$ cat src/sorted_note_set_assert.svh
// Assertion macros for the sorted note set.
`ifndef SORTED_NOTE_SET_ASSERT_SVH
`define SORTED_NOTE_SET_ASSERT_SVH

`ifndef SYNTHESIS
`define SNS_ASSERT(lbl, prop, msg) \
	lbl: assert property (@(posedge clk) disable iff (!arst_n) prop) else $error(msg);
`define SNS_ASSERT_NEXT(lbl, ante, cons, msg) \
	lbl: assert property (@(posedge clk) disable iff (!arst_n) (ante) |=> (cons)) else $error(msg);
`else
`define SNS_ASSERT(lbl, prop, msg)
`define SNS_ASSERT_NEXT(lbl, ante, cons, msg)
`endif

`endif

$ cat src/sns_pkg.sv
// Types and constants of the sorted note set.
`default_nettype none

package sns_pkg;

	localparam int MAX_NOTES_DEF = 64;

	localparam int NOTE_W  = 7;
	localparam int VEL_W   = 7;
	localparam int COUNT_W = 7;
	localparam int ACT_W   = 2;
	localparam int STAT_W  = 2;

	localparam int IN_DATA_W  = 16;
	localparam int OUT_DATA_W = 24;

	localparam int OUT_NOTE_LO = 0;
	localparam int OUT_VEL_LO  = OUT_NOTE_LO + NOTE_W;
	localparam int OUT_HC_LO   = OUT_VEL_LO + VEL_W;
	localparam int OUT_ST_LO   = OUT_HC_LO + COUNT_W;

	typedef enum logic [ACT_W-1:0] {
		ACT_ADD    = 2'd0,
		ACT_REMOVE = 2'd1,
		ACT_CLEAR  = 2'd2,
		ACT_DUMP   = 2'd3
	} action_t;

	typedef enum logic [STAT_W-1:0] {
		ST_OK        = 2'd0,
		ST_HELD      = 2'd1,
		ST_NOT_FOUND = 2'd2,
		ST_FULL      = 2'd3
	} status_t;

endpackage

`default_nettype wire

$ cat src/sorted_note_set.sv
// Add and remove scan the entries in order, then shift entries up or down to open or close a gap;
// the result is loaded once the update is done, and waits while the output is held.
// Clear and an empty dump load their result directly; a dump reads and loads its entries one at a time.
// Throughput: one request in flight; the next is taken the cycle after its last result is loaded.
// Reset clears the state machine, the entry count and the output valid.
// The table memory is not cleared; only entries below the count are ever read.
`default_nettype none

module sorted_note_set #(
	parameter int MAX_NOTES = sns_pkg::MAX_NOTES_DEF
) (
	input  wire logic                           clk,
	input  wire logic                           arst_n,
	input  wire logic                           s_axis_tvalid,
	output logic                                s_axis_tready,
	// [6:0] note, [13:7] velocity, [15:14] zero
	input  wire logic [sns_pkg::IN_DATA_W-1:0]  s_axis_tdata,
	// [1:0] action
	input  wire logic [sns_pkg::ACT_W-1:0]      s_axis_tuser,
	output logic                                m_axis_tvalid,
	input  wire logic                           m_axis_tready,
	// [6:0] out_note, [13:7] out_velocity, [20:14] held_count, [22:21] status, [23] zero
	output logic [sns_pkg::OUT_DATA_W-1:0]      m_axis_tdata,
	// [0] has_entry
	output logic                                m_axis_tuser,
	output logic                                m_axis_tlast
);

	import sns_pkg::*;

	`include "sorted_note_set_assert.svh"

	localparam int AW    = (MAX_NOTES > 1) ? $clog2(MAX_NOTES) : 1;
	localparam int CW    = $clog2(MAX_NOTES + 1);
	localparam int ENT_W = NOTE_W + VEL_W;
	localparam logic [CW-1:0] ONE     = CW'(1);
	localparam logic [CW-1:0] MAX_CNT = CW'(MAX_NOTES);

	typedef enum logic [9:0] {
		S_IDLE      = 10'b00_0000_0001,
		S_SCAN_RD   = 10'b00_0000_0010,
		S_SCAN_CHK  = 10'b00_0000_0100,
		S_SHUP_RD   = 10'b00_0000_1000,
		S_SHUP_WR   = 10'b00_0001_0000,
		S_SHDN_RD   = 10'b00_0010_0000,
		S_SHDN_WR   = 10'b00_0100_0000,
		S_DUMP_RD   = 10'b00_1000_0000,
		S_DUMP_WAIT = 10'b01_0000_0000,
		S_EMIT      = 10'b10_0000_0000
	} state_t;

	state_t              state_q, state_d;
	action_t             act_q, act_d;
	status_t             status_q, status_d;
	logic [NOTE_W-1:0]   note_q, note_d;
	logic [VEL_W-1:0]    vel_q, vel_d;
	logic [CW-1:0]       idx_q, idx_d;
	logic [CW-1:0]       pos_q, pos_d;
	logic [CW-1:0]       count_q, count_d;
	logic [CW-1:0]       idx_inc, idx_dec;

	logic [ENT_W-1:0]    mem [MAX_NOTES];
	logic [ENT_W-1:0]    rd_data_q;
	logic                mem_re, mem_we;
	logic [AW-1:0]       mem_ra, mem_wa;
	logic [ENT_W-1:0]    mem_wd;
	logic [NOTE_W-1:0]   rd_note;

	logic                m_tvalid_q;
	logic [OUT_DATA_W-1:0] m_data_q, out_data;
	logic                m_user_q, m_last_q;
	logic                out_free, out_load;
	logic                out_has, out_last;

	assign idx_inc  = idx_q + ONE;
	assign idx_dec  = idx_q - ONE;
	assign rd_note  = rd_data_q[NOTE_W-1:0];
	assign out_free = !m_tvalid_q || m_axis_tready;

	assign s_axis_tready = (state_q == S_IDLE);
	assign m_axis_tvalid = m_tvalid_q;
	assign m_axis_tdata  = m_data_q;
	assign m_axis_tuser  = m_user_q;
	assign m_axis_tlast  = m_last_q;

	always_comb begin
		state_d  = state_q;
		act_d    = act_q;
		status_d = status_q;
		note_d   = note_q;
		vel_d    = vel_q;
		idx_d    = idx_q;
		pos_d    = pos_q;
		count_d  = count_q;
		mem_re   = 1'b0;
		mem_ra   = idx_q[AW-1:0];
		mem_we   = 1'b0;
		mem_wa   = idx_q[AW-1:0];
		mem_wd   = rd_data_q;
		out_load = 1'b0;
		out_has  = 1'b0;
		out_last = 1'b1;
		out_data = '0;
		out_data[OUT_ST_LO +: STAT_W] = status_q;
		out_data[OUT_HC_LO +: COUNT_W] = COUNT_W'(count_q);
		unique case (state_q)
			S_IDLE: begin
				if (s_axis_tvalid) begin
					act_d    = action_t'(s_axis_tuser);
					note_d   = s_axis_tdata[NOTE_W-1:0];
					vel_d    = s_axis_tdata[NOTE_W +: VEL_W];
					idx_d    = '0;
					status_d = ST_OK;
					unique case (action_t'(s_axis_tuser))
						ACT_CLEAR: begin
							count_d = '0;
							state_d = S_EMIT;
						end
						ACT_DUMP: state_d = (count_q == '0) ? S_EMIT : S_DUMP_RD;
						default:  state_d = S_SCAN_RD;
					endcase
				end
			end
			S_SCAN_RD: begin
				if (idx_q == count_q) begin
					if (act_q == ACT_ADD) begin
						pos_d = count_q;
						if (count_q == MAX_CNT) begin
							status_d = ST_FULL;
							state_d  = S_EMIT;
						end else begin
							state_d = S_SHUP_RD;
						end
					end else begin
						status_d = ST_NOT_FOUND;
						state_d  = S_EMIT;
					end
				end else begin
					mem_re  = 1'b1;
					state_d = S_SCAN_CHK;
				end
			end
			S_SCAN_CHK: begin
				if (act_q == ACT_ADD) begin
					if (rd_note == note_q) begin
						status_d = ST_HELD;
						state_d  = S_EMIT;
					end else if (rd_note > note_q) begin
						pos_d = idx_q;
						if (count_q == MAX_CNT) begin
							status_d = ST_FULL;
							state_d  = S_EMIT;
						end else begin
							idx_d   = count_q;
							state_d = S_SHUP_RD;
						end
					end else begin
						idx_d   = idx_inc;
						state_d = S_SCAN_RD;
					end
				end else if (rd_note == note_q) begin
					state_d = S_SHDN_RD;
				end else begin
					idx_d   = idx_inc;
					state_d = S_SCAN_RD;
				end
			end
			S_SHUP_RD: begin
				if (idx_q == pos_q) begin
					mem_we  = 1'b1;
					mem_wd  = {vel_q, note_q};
					count_d = count_q + ONE;
					state_d = S_EMIT;
				end else begin
					mem_re  = 1'b1;
					mem_ra  = idx_dec[AW-1:0];
					state_d = S_SHUP_WR;
				end
			end
			S_SHUP_WR: begin
				mem_we  = 1'b1;
				idx_d   = idx_dec;
				state_d = S_SHUP_RD;
			end
			S_SHDN_RD: begin
				if (idx_inc == count_q) begin
					count_d = count_q - ONE;
					state_d = S_EMIT;
				end else begin
					mem_re  = 1'b1;
					mem_ra  = idx_inc[AW-1:0];
					state_d = S_SHDN_WR;
				end
			end
			S_SHDN_WR: begin
				mem_we  = 1'b1;
				idx_d   = idx_inc;
				state_d = S_SHDN_RD;
			end
			S_DUMP_RD: begin
				mem_re  = 1'b1;
				state_d = S_DUMP_WAIT;
			end
			S_DUMP_WAIT: begin
				out_has  = 1'b1;
				out_last = (idx_inc == count_q);
				out_data[OUT_NOTE_LO +: NOTE_W] = rd_note;
				out_data[OUT_VEL_LO +: VEL_W]   = rd_data_q[NOTE_W +: VEL_W];
				out_data[OUT_ST_LO +: STAT_W]   = ST_OK;
				if (out_free) begin
					out_load = 1'b1;
					if (out_last) begin
						state_d = S_IDLE;
					end else begin
						idx_d   = idx_inc;
						state_d = S_DUMP_RD;
					end
				end
			end
			S_EMIT: begin
				if (out_free) begin
					out_load = 1'b1;
					state_d  = S_IDLE;
				end
			end
			default: state_d = S_IDLE;
		endcase
	end

	always_ff @(posedge clk or negedge arst_n) begin
		if (!arst_n) begin
			state_q    <= S_IDLE;
			count_q    <= '0;
			m_tvalid_q <= 1'b0;
		end else begin
			state_q <= state_d;
			count_q <= count_d;
			if (out_load) begin
				m_tvalid_q <= 1'b1;
			end else if (m_axis_tready) begin
				m_tvalid_q <= 1'b0;
			end
		end
	end

	always_ff @(posedge clk) begin
		act_q    <= act_d;
		status_q <= status_d;
		note_q   <= note_d;
		vel_q    <= vel_d;
		idx_q    <= idx_d;
		pos_q    <= pos_d;
		if (out_load) begin
			m_data_q <= out_data;
			m_user_q <= out_has;
			m_last_q <= out_last;
		end
	end

	// table memory, one write and one registered read per cycle
	always_ff @(posedge clk) begin
		if (mem_we) begin
			mem[mem_wa] <= mem_wd;
		end
		if (mem_re) begin
			rd_data_q <= mem[mem_ra];
		end
	end

	`SNS_ASSERT(a_count_bound, count_q <= MAX_CNT, "entry count beyond table depth")
	`SNS_ASSERT(a_entry_fields, (m_tvalid_q && m_user_q) |-> (m_data_q[OUT_HC_LO +: COUNT_W] != '0 && m_data_q[OUT_ST_LO +: STAT_W] == ST_OK), "dumped entry with empty count or bad status")
	`SNS_ASSERT(a_write_in_range, mem_we |-> (CW'(mem_wa) <= count_q), "table write beyond held entries")
	`SNS_ASSERT_NEXT(a_count_steady, state_q != S_IDLE && state_q != S_SHUP_RD && state_q != S_SHDN_RD, $stable(count_q), "entry count changed outside update points")

endmodule

`default_nettype wire
$ cat config.mk
export PLATFORM = sky130hd
export DESIGN_NAME = sorted_note_set
export DESIGN_NICKNAME = d
export VERILOG_FILES = /design/src/sns_pkg.sv /design/src/sorted_note_set.sv
export VERILOG_INCLUDE_DIRS = /design/src /design/src/src
export SDC_FILE = /design/constraint.sdc
export NUM_CORES = 1
export LEC_CHECK = 0
export BUFFER_PORTS_ARGS = -buffer_cell sky130_fd_sc_hd__buf_2
export CORE_ASPECT_RATIO = 0.5
export CORE_UTILIZATION = 58
export CTS_CLUSTER_SIZE = 25
export DETAILED_ROUTE_END_ITERATION = 6
export HOLD_SLACK_MARGIN = 0.1
export PLACE_DENSITY = 0.74
export SLEW_MARGIN = 20
export SYNTH_ARGS = -nofsm -noshare
export SYNTH_HDL_FRONTEND = slang
export SYNTH_SLANG_ARGS = --single-unit
$ cat constraint.sdc
create_clock -name clk -period 5.1 [get_ports clk]
set_input_delay 0.765 -clock clk [delete_from_list [all_inputs] [get_ports clk]]
set_output_delay 0.765 -clock clk [all_outputs]
set_load 0.05 [all_outputs]
Word-level counts from Yosys, hierarchy flattened
Memory sizes are Yosys's and may differ from the RTL's. A register that Yosys moved wholly into a read port is not among the register bits.
Cells that the tools add are included.
{"block": "word_totals", "reg_bits": 75, "ram_bits": 896, "input_bits": 22, "output_inout_bits": 28, "elab_cells": 130, "mem_count": 1}
{"block": "op_classes", "add_sub_neg": 4, "magnitude_cmp": 1, "n_eq_ne": 31, "muxes": 62, "reduce_logical": 17}
{"memory": "mem", "depth": 64, "word_bits": 14, "rd": 1, "rd_clocked_by_memory_dff": 1, "write_ports": 1, "line": "sorted_note_set.sv:62", "text": "logic [ENT_W-1:0] mem [MAX_NOTES];"}
{"cell": "$mux 10", "n": 12}
{"cell": "$mux 7", "n": 17}
{"cell": "$pmux 10 s10", "n": 1}
{"cell": "$pmux 7 s5", "n": 1}
{"cell": "$eq 7x7->1", "n": 4}
{"cell": "$mux 14", "n": 2}
{"cell": "$ne 2x2->1 const B", "n": 11}
{"cell": "$pmux 7 s3", "n": 1}
{"cell": "$pmux 10 s2", "n": 1}
{"cell": "$mux 6", "n": 3}
{"cell": "$add 7x1->7 const B", "n": 2}
{"cell": "$mux 2", "n": 7}
{"cell": "$pmux 7 s2", "n": 1}
{"cell": "$sub 7x1->7 const B", "n": 2}
{"cell": "$pmux 6 s2", "n": 1}
{"cell": "$reduce_and 6->1", "n": 2}
{"cell": "$mux 1", "n": 11}
{"cell": "$eq 10x1->1 const B", "n": 1}
{"cell": "$eq 10x10->1 const B", "n": 1}
{"cell": "$eq 10x2->1 const B", "n": 1}
{"cell": "$eq 10x3->1 const B", "n": 1}
{"cell": "$eq 10x4->1 const B", "n": 1}
{"cell": "$eq 10x5->1 const B", "n": 1}
{"cell": "$eq 10x6->1 const B", "n": 1}
{"cell": "24 further kinds", "n": 29}

Logic depth before layout (Yosys ltp)
Gate-level depths: netlist of the first run.
{"block": "logic_depth", "ltp_word": 6, "mapped_depth": 20, "depth_no_buf": 13}

Worst setup path before layout of the first run
Ideal clock, no wire load.
{"block": "synth_path", "kind": "reg-to-reg", "startpoint": "register idx_q[0]", "endpoint": "memory mem[0][0] (netlist bit) (data pin)", "arrival_time_ns": 3.765, "required_time_ns": 4.398, "slack_ns": 0.633, "path_stages_with_launch": 8, "n_path_buf": 2, "path_cell_list": "edfxtp_1 > buf_2 > xor2_1 > nor4_2 > nand2_1 > nor2_1 > clkbuf_1 > o21ai_0"}
{"block": "synth_between", "elab_chain_len": 3}
{"element": "start, declared", "line": "sorted_note_set.sv:57", "text": "logic [CW-1:0] idx_q, idx_d;"}
{"element": "start signal, assigned", "line": "sorted_note_set.sv:251", "text": "idx_q <= idx_d;"}
{"element": "$eq 7x7->1", "line": "sorted_note_set.sv:169", "text": "if (idx_q == pos_q) begin"}
{"element": "$mux 14", "line": "sorted_note_set.sv:169"}
{"element": "$mux 14", "line": "sorted_note_set.sv:106", "text": "unique case (state_q)"}
{"element": "net mem_wd[0]", "line": "sorted_note_set.sv:66", "text": "logic [ENT_W-1:0] mem_wd;"}
{"element": "end, declared", "line": "sorted_note_set.sv:62"}
The timed path passes the listed nets, and every way through them passes these cells.

Worst setup path after layout of the first run
{"block": "layout_path", "startpoint": "register idx_q[0]", "endpoint": "register rd_data_q[9], read port of mem (data pin)"}
{"block": "layout_between", "elab_chain_len": 4, "word_cells_on_any_way": 12, "classes_between": "add/sub (2); eq/ne (3); mux (7)"}
{"element": "$add 7x1->7", "line": "sorted_note_set.sv:75", "text": "assign idx_inc = idx_q + ONE;"}
{"element": "$eq 7x7->1", "line": "sorted_note_set.sv:186", "text": "if (idx_inc == count_q) begin"}
{"element": "$mux 1 or $mux 6 (tied branches)", "line": "sorted_note_set.sv:186"}
{"element": "$pmux 1 s4 or $pmux 6 s2 (tied branches)", "line": "sorted_note_set.sv:106"}
{"element": "end, declared", "line": "sorted_note_set.sv:63", "text": "logic [ENT_W-1:0] rd_data_q;"}
Several ways; a longest one is shown, not always the timed one.
A chain may end at the register's enable or synchronous reset.

==> flow_summary.json, run 1 <==
{
  "leakagePower_nw": 16.1,
  "post-route-util_pct": 66.8,
  "fin_crit_ns": 4.94,
  "p_seq_share_pct": 37.7,
  "maxCapViolations": 0,
  "finalHoldViolCount": 0,
  "crit_path_max_fanout": 70,
  "dpl_cell_area_um2": 43800,
  "grt_remaining_overflow": 0,
  "fp.dieH_um": 191,
  "clkTransAtPathRegs_ns": 0.07,
  "grtUsageTotal_pct": 30.0,
  "grt_setup_unrepaired": "false",
  "gp_congestion": 0.950,
  "async_flop_share_pct": 1.83,
  "area_growth_pct": 12.8,
  "netlist_area_um2": 41300,
  "synth_compound_area_share_pct": 11.5,
  "dp_cells": 3847,
  "intPower_mw": 16.4,
  "dr.first_iter.drc_count": 3912,
  "hold_end": "vel_q[0]",
  "ant_nets": 0,
  "end_kind": "register",
  "clk_path_buf_depth": 3,
  "synth_mux_area_share_pct": 3.65,
  "critPathBufInv": 4,
  "grt_max_degree": 115,
  "hp-class": "input pin to register",
  "dieArea_um2": 72300,
  "synthXorXnorAreaFrac_pct": 0.746,
  "cp_cell_sequence": "buf_12, inv_2, ha_1, xnor2_1, o211a_1, and4_1, o22a_1, o21a_4, buf_12, buf_4, nand2_1, and3_1, a311oi_1, a311oi_1, o31ai_1",
  "cts_root_buf": "clkbuf_16",
  "finalSetupTns_ns": 0,
  "die_x_um": 379,
  "cp_slowest_cell": "o31ai_1",
  "numClockSinks": 985,
  "hold_path.startpoint": "s_axis_tdata[7]",
  "arrival_ns": 5.29,
  "pwr-share-comb_pct": 36.9,
  "skew_ns": 0.0264,
  "power.switching_mw": 9.32,
  "critPathTopFamily": "compound AO/OA/AOI/OAI gates",
  "critical_path_class": "register to register",
  "drt_pass1_iterations": 6,
  "reg2regPathDepth": 15,
  "clk_latency_ns": 0.66,
  "ios": 50,
  "num_rows": 68,
  "setup_slack_ns": 0.159,
  "fin_nets": 3025,
  "io_buffers": 46,
  "finalMaxSlewViolations": 0,
  "synthSimpleGateAreaFrac_pct": 9.53,
  "avgSynthCellArea_um2": 14.5,
  "pre_cts_slack_ns": 0.246,
  "tightest_slew_ns": 1.03,
  "syn_inst": 2848,
  "cp.required_ns": 5.45,
  "timing.rr.start": "idx_q[0]",
  "routed_wl_mm": 108,
  "setup_viol": 0,
  "yosys.area_share.adder_pct": 0.473,
  "wl_per_cell_um": 27.0,
  "design_area_um2": 46500,
  "vias_per_cell": 6.67,
  "fmax_mhz": 202,
  "ys_warn_count": 0,
  "sw_frac_of_total_pct": 36.3,
  "postCtsSetupBuffers": 0,
  "coreArea_um2": 69700,
  "rrSetupSlack_ns": 0.16,
  "numCtsBuffers": 83,
  "initial_utilization_pct": 59.2,
  "ys.flop_type": "edfxtp_1",
  "synth_top_family_by_area": "compound AO/OA/AOI/OAI gates",
  "critPathLaunchType": "register",
  "synth_edf_count": 967,
  "fin_crit_sh_pct": 96.9,
  "rr_endpoint": "rd_data_q[9]",
  "relSlewSlack_pct": 31.1,
  "fin_cells": 4001,
  "cts_tree": "built",
  "synth_cell_types": 83,
  "h-tree-depth": 3,
  "antenna_found_initial": 2,
  "outcome": "completed",
  "yosysSeqAreaShare_pct": 71.5,
  "vias": 26700,
  "max_stage_delay_ns": 0.65,
  "power.density_nw_per_um2": 552,
  "hold_path_depth": 1,
  "grt_pass1_wl_mm": 159,
  "p_clk_share_pct": 25.4,
  "hpwlAfterDp_mm": 66.1,
  "drc_errors": 0,
  "synth_fp_nets": 2885,
  "grt_pass1_vias": 25000,
  "ys_ff_latch": 985,
  "ir_drop_mv": 0.424,
  "drive_gt1_share_pct": 14.8,
  "diodes": 0
}
flip-flops by register name, summed over array words and instances, names as in the netlist:
register,count
mem,896
status_q,2
vel_q,7
pos_q,7
count_q,7
state_q,10
rd_data_q,14
note_q,7
m_axis_tdata,23
act_q,2
m_axis_tlast,1
m_axis_tvalid,1
m_axis_tuser,1
idx_q,7
worst max-delay path by stage:
stage / start / slack [ns] / to / cells past startpoint
5_1_grt: idx_q[0] / 0.008 / rd_data_q[0] / 16
6_report: idx_q[0] / 0.16 / rd_data_q[9] / 15
4_1_cts: idx_q[0] / 0.20 / rd_data_q[6] / 16
2_1_floorplan: idx_q[0] / 0.63 / mem[0][0] / 7
3_5_place_dp: idx_q[0] / 0.25 / rd_data_q[6] / 16
3_3_place_gp: idx_q[0] / 0.29 / rd_data_q[6] / 16
kinds of logic (layout without fill, tap and decap cells):
kind of cell | count (synthesis) | in the layout
mux | 149 | 149
fa+ha+maj | 15 | 15
other cells | 1 | 1
buf+inv | 238 | 446
xor+xnor | 31 | 31
flops | 985 | 985
simple gates | 838 | 838
compound gates | 591 | 591
Yosys cell counts, types with 20 or more instances:
| master | instances | area (um2) |
|---|---|---|
| a2111oi_0 | 57 | 499 |
| a211oi_1 | 90 | 676 |
| a22oi_1 | 57 | 428 |
| a311oi_1 | 113 | 990 |
| a32o_1 | 55 | 551 |
| a32oi_1 | 27 | 236 |
| and2_1 | 20 | 125 |
| and3_1 | 148 | 926 |
| buf_2 | 74 | 370 |
| clkbuf_1 | 117 | 439 |
| edfxtp_1 | 967 | 29000 |
| mux2i_1 | 136 | 1360 |
| nand2_1 | 423 | 1590 |
| nand3_1 | 38 | 190 |
| nor2_1 | 104 | 390 |
| nor3_1 | 44 | 220 |
| o21ai_0 | 55 | 275 |
| o32ai_1 | 28 | 245 |
stage by stage:
stage                     hold WS, ns  total power [mW]
after floorplan                 0.420              15.1
after global placement          0.527              18.8
after detailed placement        0.528              19.0
after CTS                       0.242              25.4
after global routing            0.249              26.4
final                           0.275              25.7
per-layer routing:
layer	GRT usage (%)	routed length, um
met3	6.44	13100
met5	0	0
met1	45.0	44000
met2	44.9	48300
met4	7.69	2560
worst register-to-register path: stages, from the launching register on:
cell	delay (ns)
edfxtp_1	0.41
buf_12	0.31
inv_2	0.10
ha_1	0.46
xnor2_1	0.16
o211a_1	0.17
and4_1	0.34
o22a_1	0.27
o21a_4	0.36
buf_12	0.25
buf_4	0.25
nand2_1	0.06
and3_1	0.16
a311oi_1	0.45
a311oi_1	0.25
o31ai_1	0.65
cell type report:
type	count	area [um2]
inverter	19	71.3
timing repair buffer	274	2220
clock inverter	51	542
clock buffer	102	2220
multi-input combinational	1625	10800
fill	4637	23100
tap	945	1180
sequential	985	29500
timing repair:
item / 4_1_cts / 5_1_grt
gates resized for setup: 0 / 1
hold buffers: 1 / 0
setup endpoints to repair: 0 / 1
endpoints found under the hold margin: 17 / 0
power by group through the flow:
stage / combinational (mW) / sequential (mW) / clock (mW)
finish: 9.47 / 9.69 / 6.52
global route: 9.87 / 9.70 / 6.88
detailed placement: 9.13 / 9.86 / 0
floorplan: 5.21 / 9.86 / 0
global placement: 8.93 / 9.85 / 0
CTS: 9.19 / 9.68 / 6.55
layout by cell type (no fill, tap or decap), types with 13 or more instances in the layout:
master / n
buf_2: 46
o221ai_1: 13
clkinv_1: 20
clkbuf_1: 15
and2_1: 20
a32oi_1: 27
ha_1: 14
a2111oi_0: 55
edfxtp_1: 967
inv_1: 18
a22oi_1: 57
a311oi_1: 113
clkinv_2: 15
nand2_1: 421
nand3_1: 37
clkbuf_16: 86
o31ai_1: 15
dfrtp_1: 17
nor2_1: 101
a211oi_1: 90
mux2i_1: 136
buf_4: 205
a21oi_1: 18
and3_1: 148
xor2_1: 14
o21ai_0: 54
buf_12: 22
nor3_1: 43
o32ai_1: 28
a32o_1: 55
No activity file was read; power rests on OpenSTA's default activity.
==> inputs of run 2 (changes only) <==
--- a/config.mk
+++ b/config.mk
@@ -7,12 +7,14 @@
 export NUM_CORES = 1
 export LEC_CHECK = 0
 export BUFFER_PORTS_ARGS = -buffer_cell sky130_fd_sc_hd__buf_2
+export CELL_PAD_IN_SITES_DETAIL_PLACEMENT = 1
+export CELL_PAD_IN_SITES_GLOBAL_PLACEMENT = 1
 export CORE_ASPECT_RATIO = 0.5
-export CORE_UTILIZATION = 58
+export CORE_UTILIZATION = 53
 export CTS_CLUSTER_SIZE = 25
 export DETAILED_ROUTE_END_ITERATION = 6
 export HOLD_SLACK_MARGIN = 0.1
-export PLACE_DENSITY = 0.74
+export PLACE_DENSITY_LB_ADDON = 0.1
 export SLEW_MARGIN = 20
 export SYNTH_ARGS = -nofsm -noshare
 export SYNTH_HDL_FRONTEND = slang
==> run 2 against run 1 <==
  * Global-route usage is 2.2 points higher
  * Clock skew grew 0.0047 ns
  * Worst hold slack lost 0.011 ns
  * Critical path depth is 3 lower
  * Non-clock buffer count increased by 4
  * Sequential power about the same
  * Combinational power up 5.3%
  * Setup slack lost 0.14 ns
  * Clock-buffer cell count grew 9
  * Register-to-register slack lost 0.14 ns
  * Final cell count up 2.1%
  * Sequential share of layout area is 0.071 points lower
  * Critical endpoint is now rd_data_q[13]
==> flow_summary.json, run 2 (same netlist as run 1, synthesis figures left out) <==
{
  "outcome": "completed",
  "relSlewSlack_pct": 22.5,
  "clk_latency_ns": 0.70,
  "numCtsBuffers": 86,
  "critPathLaunchType": "register",
  "routed_wl_mm": 127,
  "reg2regPathDepth": 12,
  "hold_path.startpoint": "s_axis_tdata[13]",
  "leakagePower_nw": 16.0,
  "postCtsSetupBuffers": 0,
  "setup_viol": 0,
  "grt_remaining_overflow": 0,
  "finalMaxSlewViolations": 0,
  "max_stage_delay_ns": 0.75,
  "cts_tree": "built",
  "grtUsageTotal_pct": 32.2,
  "area_growth_pct": 12.9,
  "dieArea_um2": 79000,
  "dp_cells": 3928,
  "tightest_slew_ns": 1.15,
  "initial_utilization_pct": 54.3,
  "ir_drop_mv": 0.288,
  "final_cell_mix": "edfxtp_1 (967), nand2_1 (421), buf_4 (208)",
  "cp.required_ns": 5.48,
  "die_x_um": 397,
  "design_area_um2": 46600,
  "wl_per_cell_um": 31.0,
  "whs_ns": 0.264,
  "drive_gt1_share_pct": 15.1,
  "seq_area_um2": 29500,
  "power.density_nw_per_um2": 558,
  "end_kind": "register",
  "nFillCells": 7075,
  "rr_endpoint": "rd_data_q[13]",
  "clkTransAtPathRegs_ns": 0.07,
  "hp-class": "input pin to register",
  "cp_cell_sequence": "xor2_1, nor3_1, a21o_2, nand4_1, nand3_4, buf_4, and3_1, a2111oi_1, a2111oi_0, buf_4, o221ai_1, o31ai_1",
  "vias": 27300,
  "critical_path_class": "register to register",
  "h-tree-depth": 3,
  "fin_nets": 3032,
  "finalSetupTns_ns": 0,
  "finalHoldViolCount": 0,
  "skew_ns": 0.0312,
  "ant_nets": 0,
  "cp_common_cell": "buf_4",
  "grt_pass1_vias": 27400,
  "ios": 50,
  "final_common_cell": "edfxtp_1",
  "timing.rr.start": "idx_q[4]",
  "cts_root_buf": "clkbuf_16",
  "hold_path_depth": 1,
  "num_rows": 71,
  "grt_setup_unrepaired": "false",
  "maxCapViolations": 0,
  "grt_pass1_wl_mm": 184,
  "clk_path_buf_depth": 3,
  "fin_crit_ns": 5.08,
  "vias_per_cell": 6.68,
  "drt_pass1_iterations": 7,
  "coreArea_um2": 76000,
  "largest_reg_flops": 896,
  "fmax_mhz": 197,
  "fin_cells": 4087,
  "arrival_ns": 5.46,
  "antenna_found_initial": 9,
  "io_buffers": 46,
  "grt_max_degree": 80,
  "multi_input_area_um2": 10900,
  "numClockSinks": 985,
  "fin_crit_sh_pct": 99.6,
  "rrSetupSlack_ns": 0.02,
  "crit_path_max_fanout": 58,
  "hpwlAfterDp_mm": 78.7,
  "hold_end": "vel_q[6]",
  "fp.dieH_um": 199,
  "dpl_cell_area_um2": 43900,
  "regMostFlops": "mem",
  "gp_congestion": 0.884,
  "cp_slowest_cell": "a2111oi_0",
  "dr.first_iter.drc_count": 3295,
  "drc_errors": 0
}
run 2: changes by cell type in the layout (fill, tap and decap cells not counted), sizes merged:
cell	before	now
buf	273	277
bufinv	11	3
clkbuf	102	111
clkinv	36	34
clkinvlp	1	3
diode	0	2
inv	22	24
run 2: timing repair:
item | 4_1_cts | 5_1_grt
setup endpoints to repair | 0 | 6
hold endpoints to repair | 17 | 0
hold buffers | 1 | 0
gates resized for setup | 0 | 5
run 2: critical path: cells and delay by family (launching register included):
family / cells / cell delay (ns)
buffers and inverters: 2 / 0.81
AOI/OAI and AO/OA: 5 / 1.74
xor gates and xnor gates: 1 / 0.23
DFF: 1 / 0.58
and+or+nand+nor: 4 / 1.40
run 2: how the worst max path moves through the flow:
stage / from / end / cells past startpoint
6_report: idx_q[4] / rd_data_q[13] / 12
5_1_grt: idx_q[0] / rd_data_q[1] / 17
4_1_cts: idx_q[2] / rd_data_q[1] / 12
3_5_place_dp: idx_q[2] / rd_data_q[1] / 12
3_3_place_gp: idx_q[0] / rd_data_q[8] / 15
2_1_floorplan: idx_q[0] / mem[0][0] / 7
run 2: stage by stage:
| step | setup slack (ns) | total power, mW | util, % |
|---|---|---|---|
| 6_report | 0.0193 | 26.0 | 61.3 |
| 5_1_grt | 0.00172 | 26.8 | 61.3 |
| 3_3_place_gp | 0.260 | 19.2 | 57.7 |
| 4_1_cts | 0.103 | 25.8 | 61.2 |
| 3_5_place_dp | 0.122 | 19.5 | 57.7 |
| 2_1_floorplan | 0.633 | 15.1 | - |
run 2: cell type report:
class,count,share of cell area [%]
clock buffer,111,4.87
inverter,19,0.153
antenna,2,0.0107
multi-input combinational,1625,23.3
sequential,985,63.3
clock inverter,45,0.768
timing repair buffer,278,4.86
tap,1022,2.74
run 2: power by group:
group	internal, mW	total [mW]	switching [mW]	leakage, nW
clock	3.32	6.37	3.04	1.28
sequential	9.52	9.69	0.165	8.95
combinational	3.13	9.97	6.83	5.78
total	16.0	26.0	10.0	16.0
run 2: layer usage:
layer / GRT usage (%) / vias up / part of all wire (%)
met1: 46.6 / 14200 / 42
li1: - / 11600 / -
met5: 0 / - / 0.017
met2: 50.0 / 1276 / 46
met3: 6.47 / 228 / 9.7
met4: 8.77 / 4 / 2.6
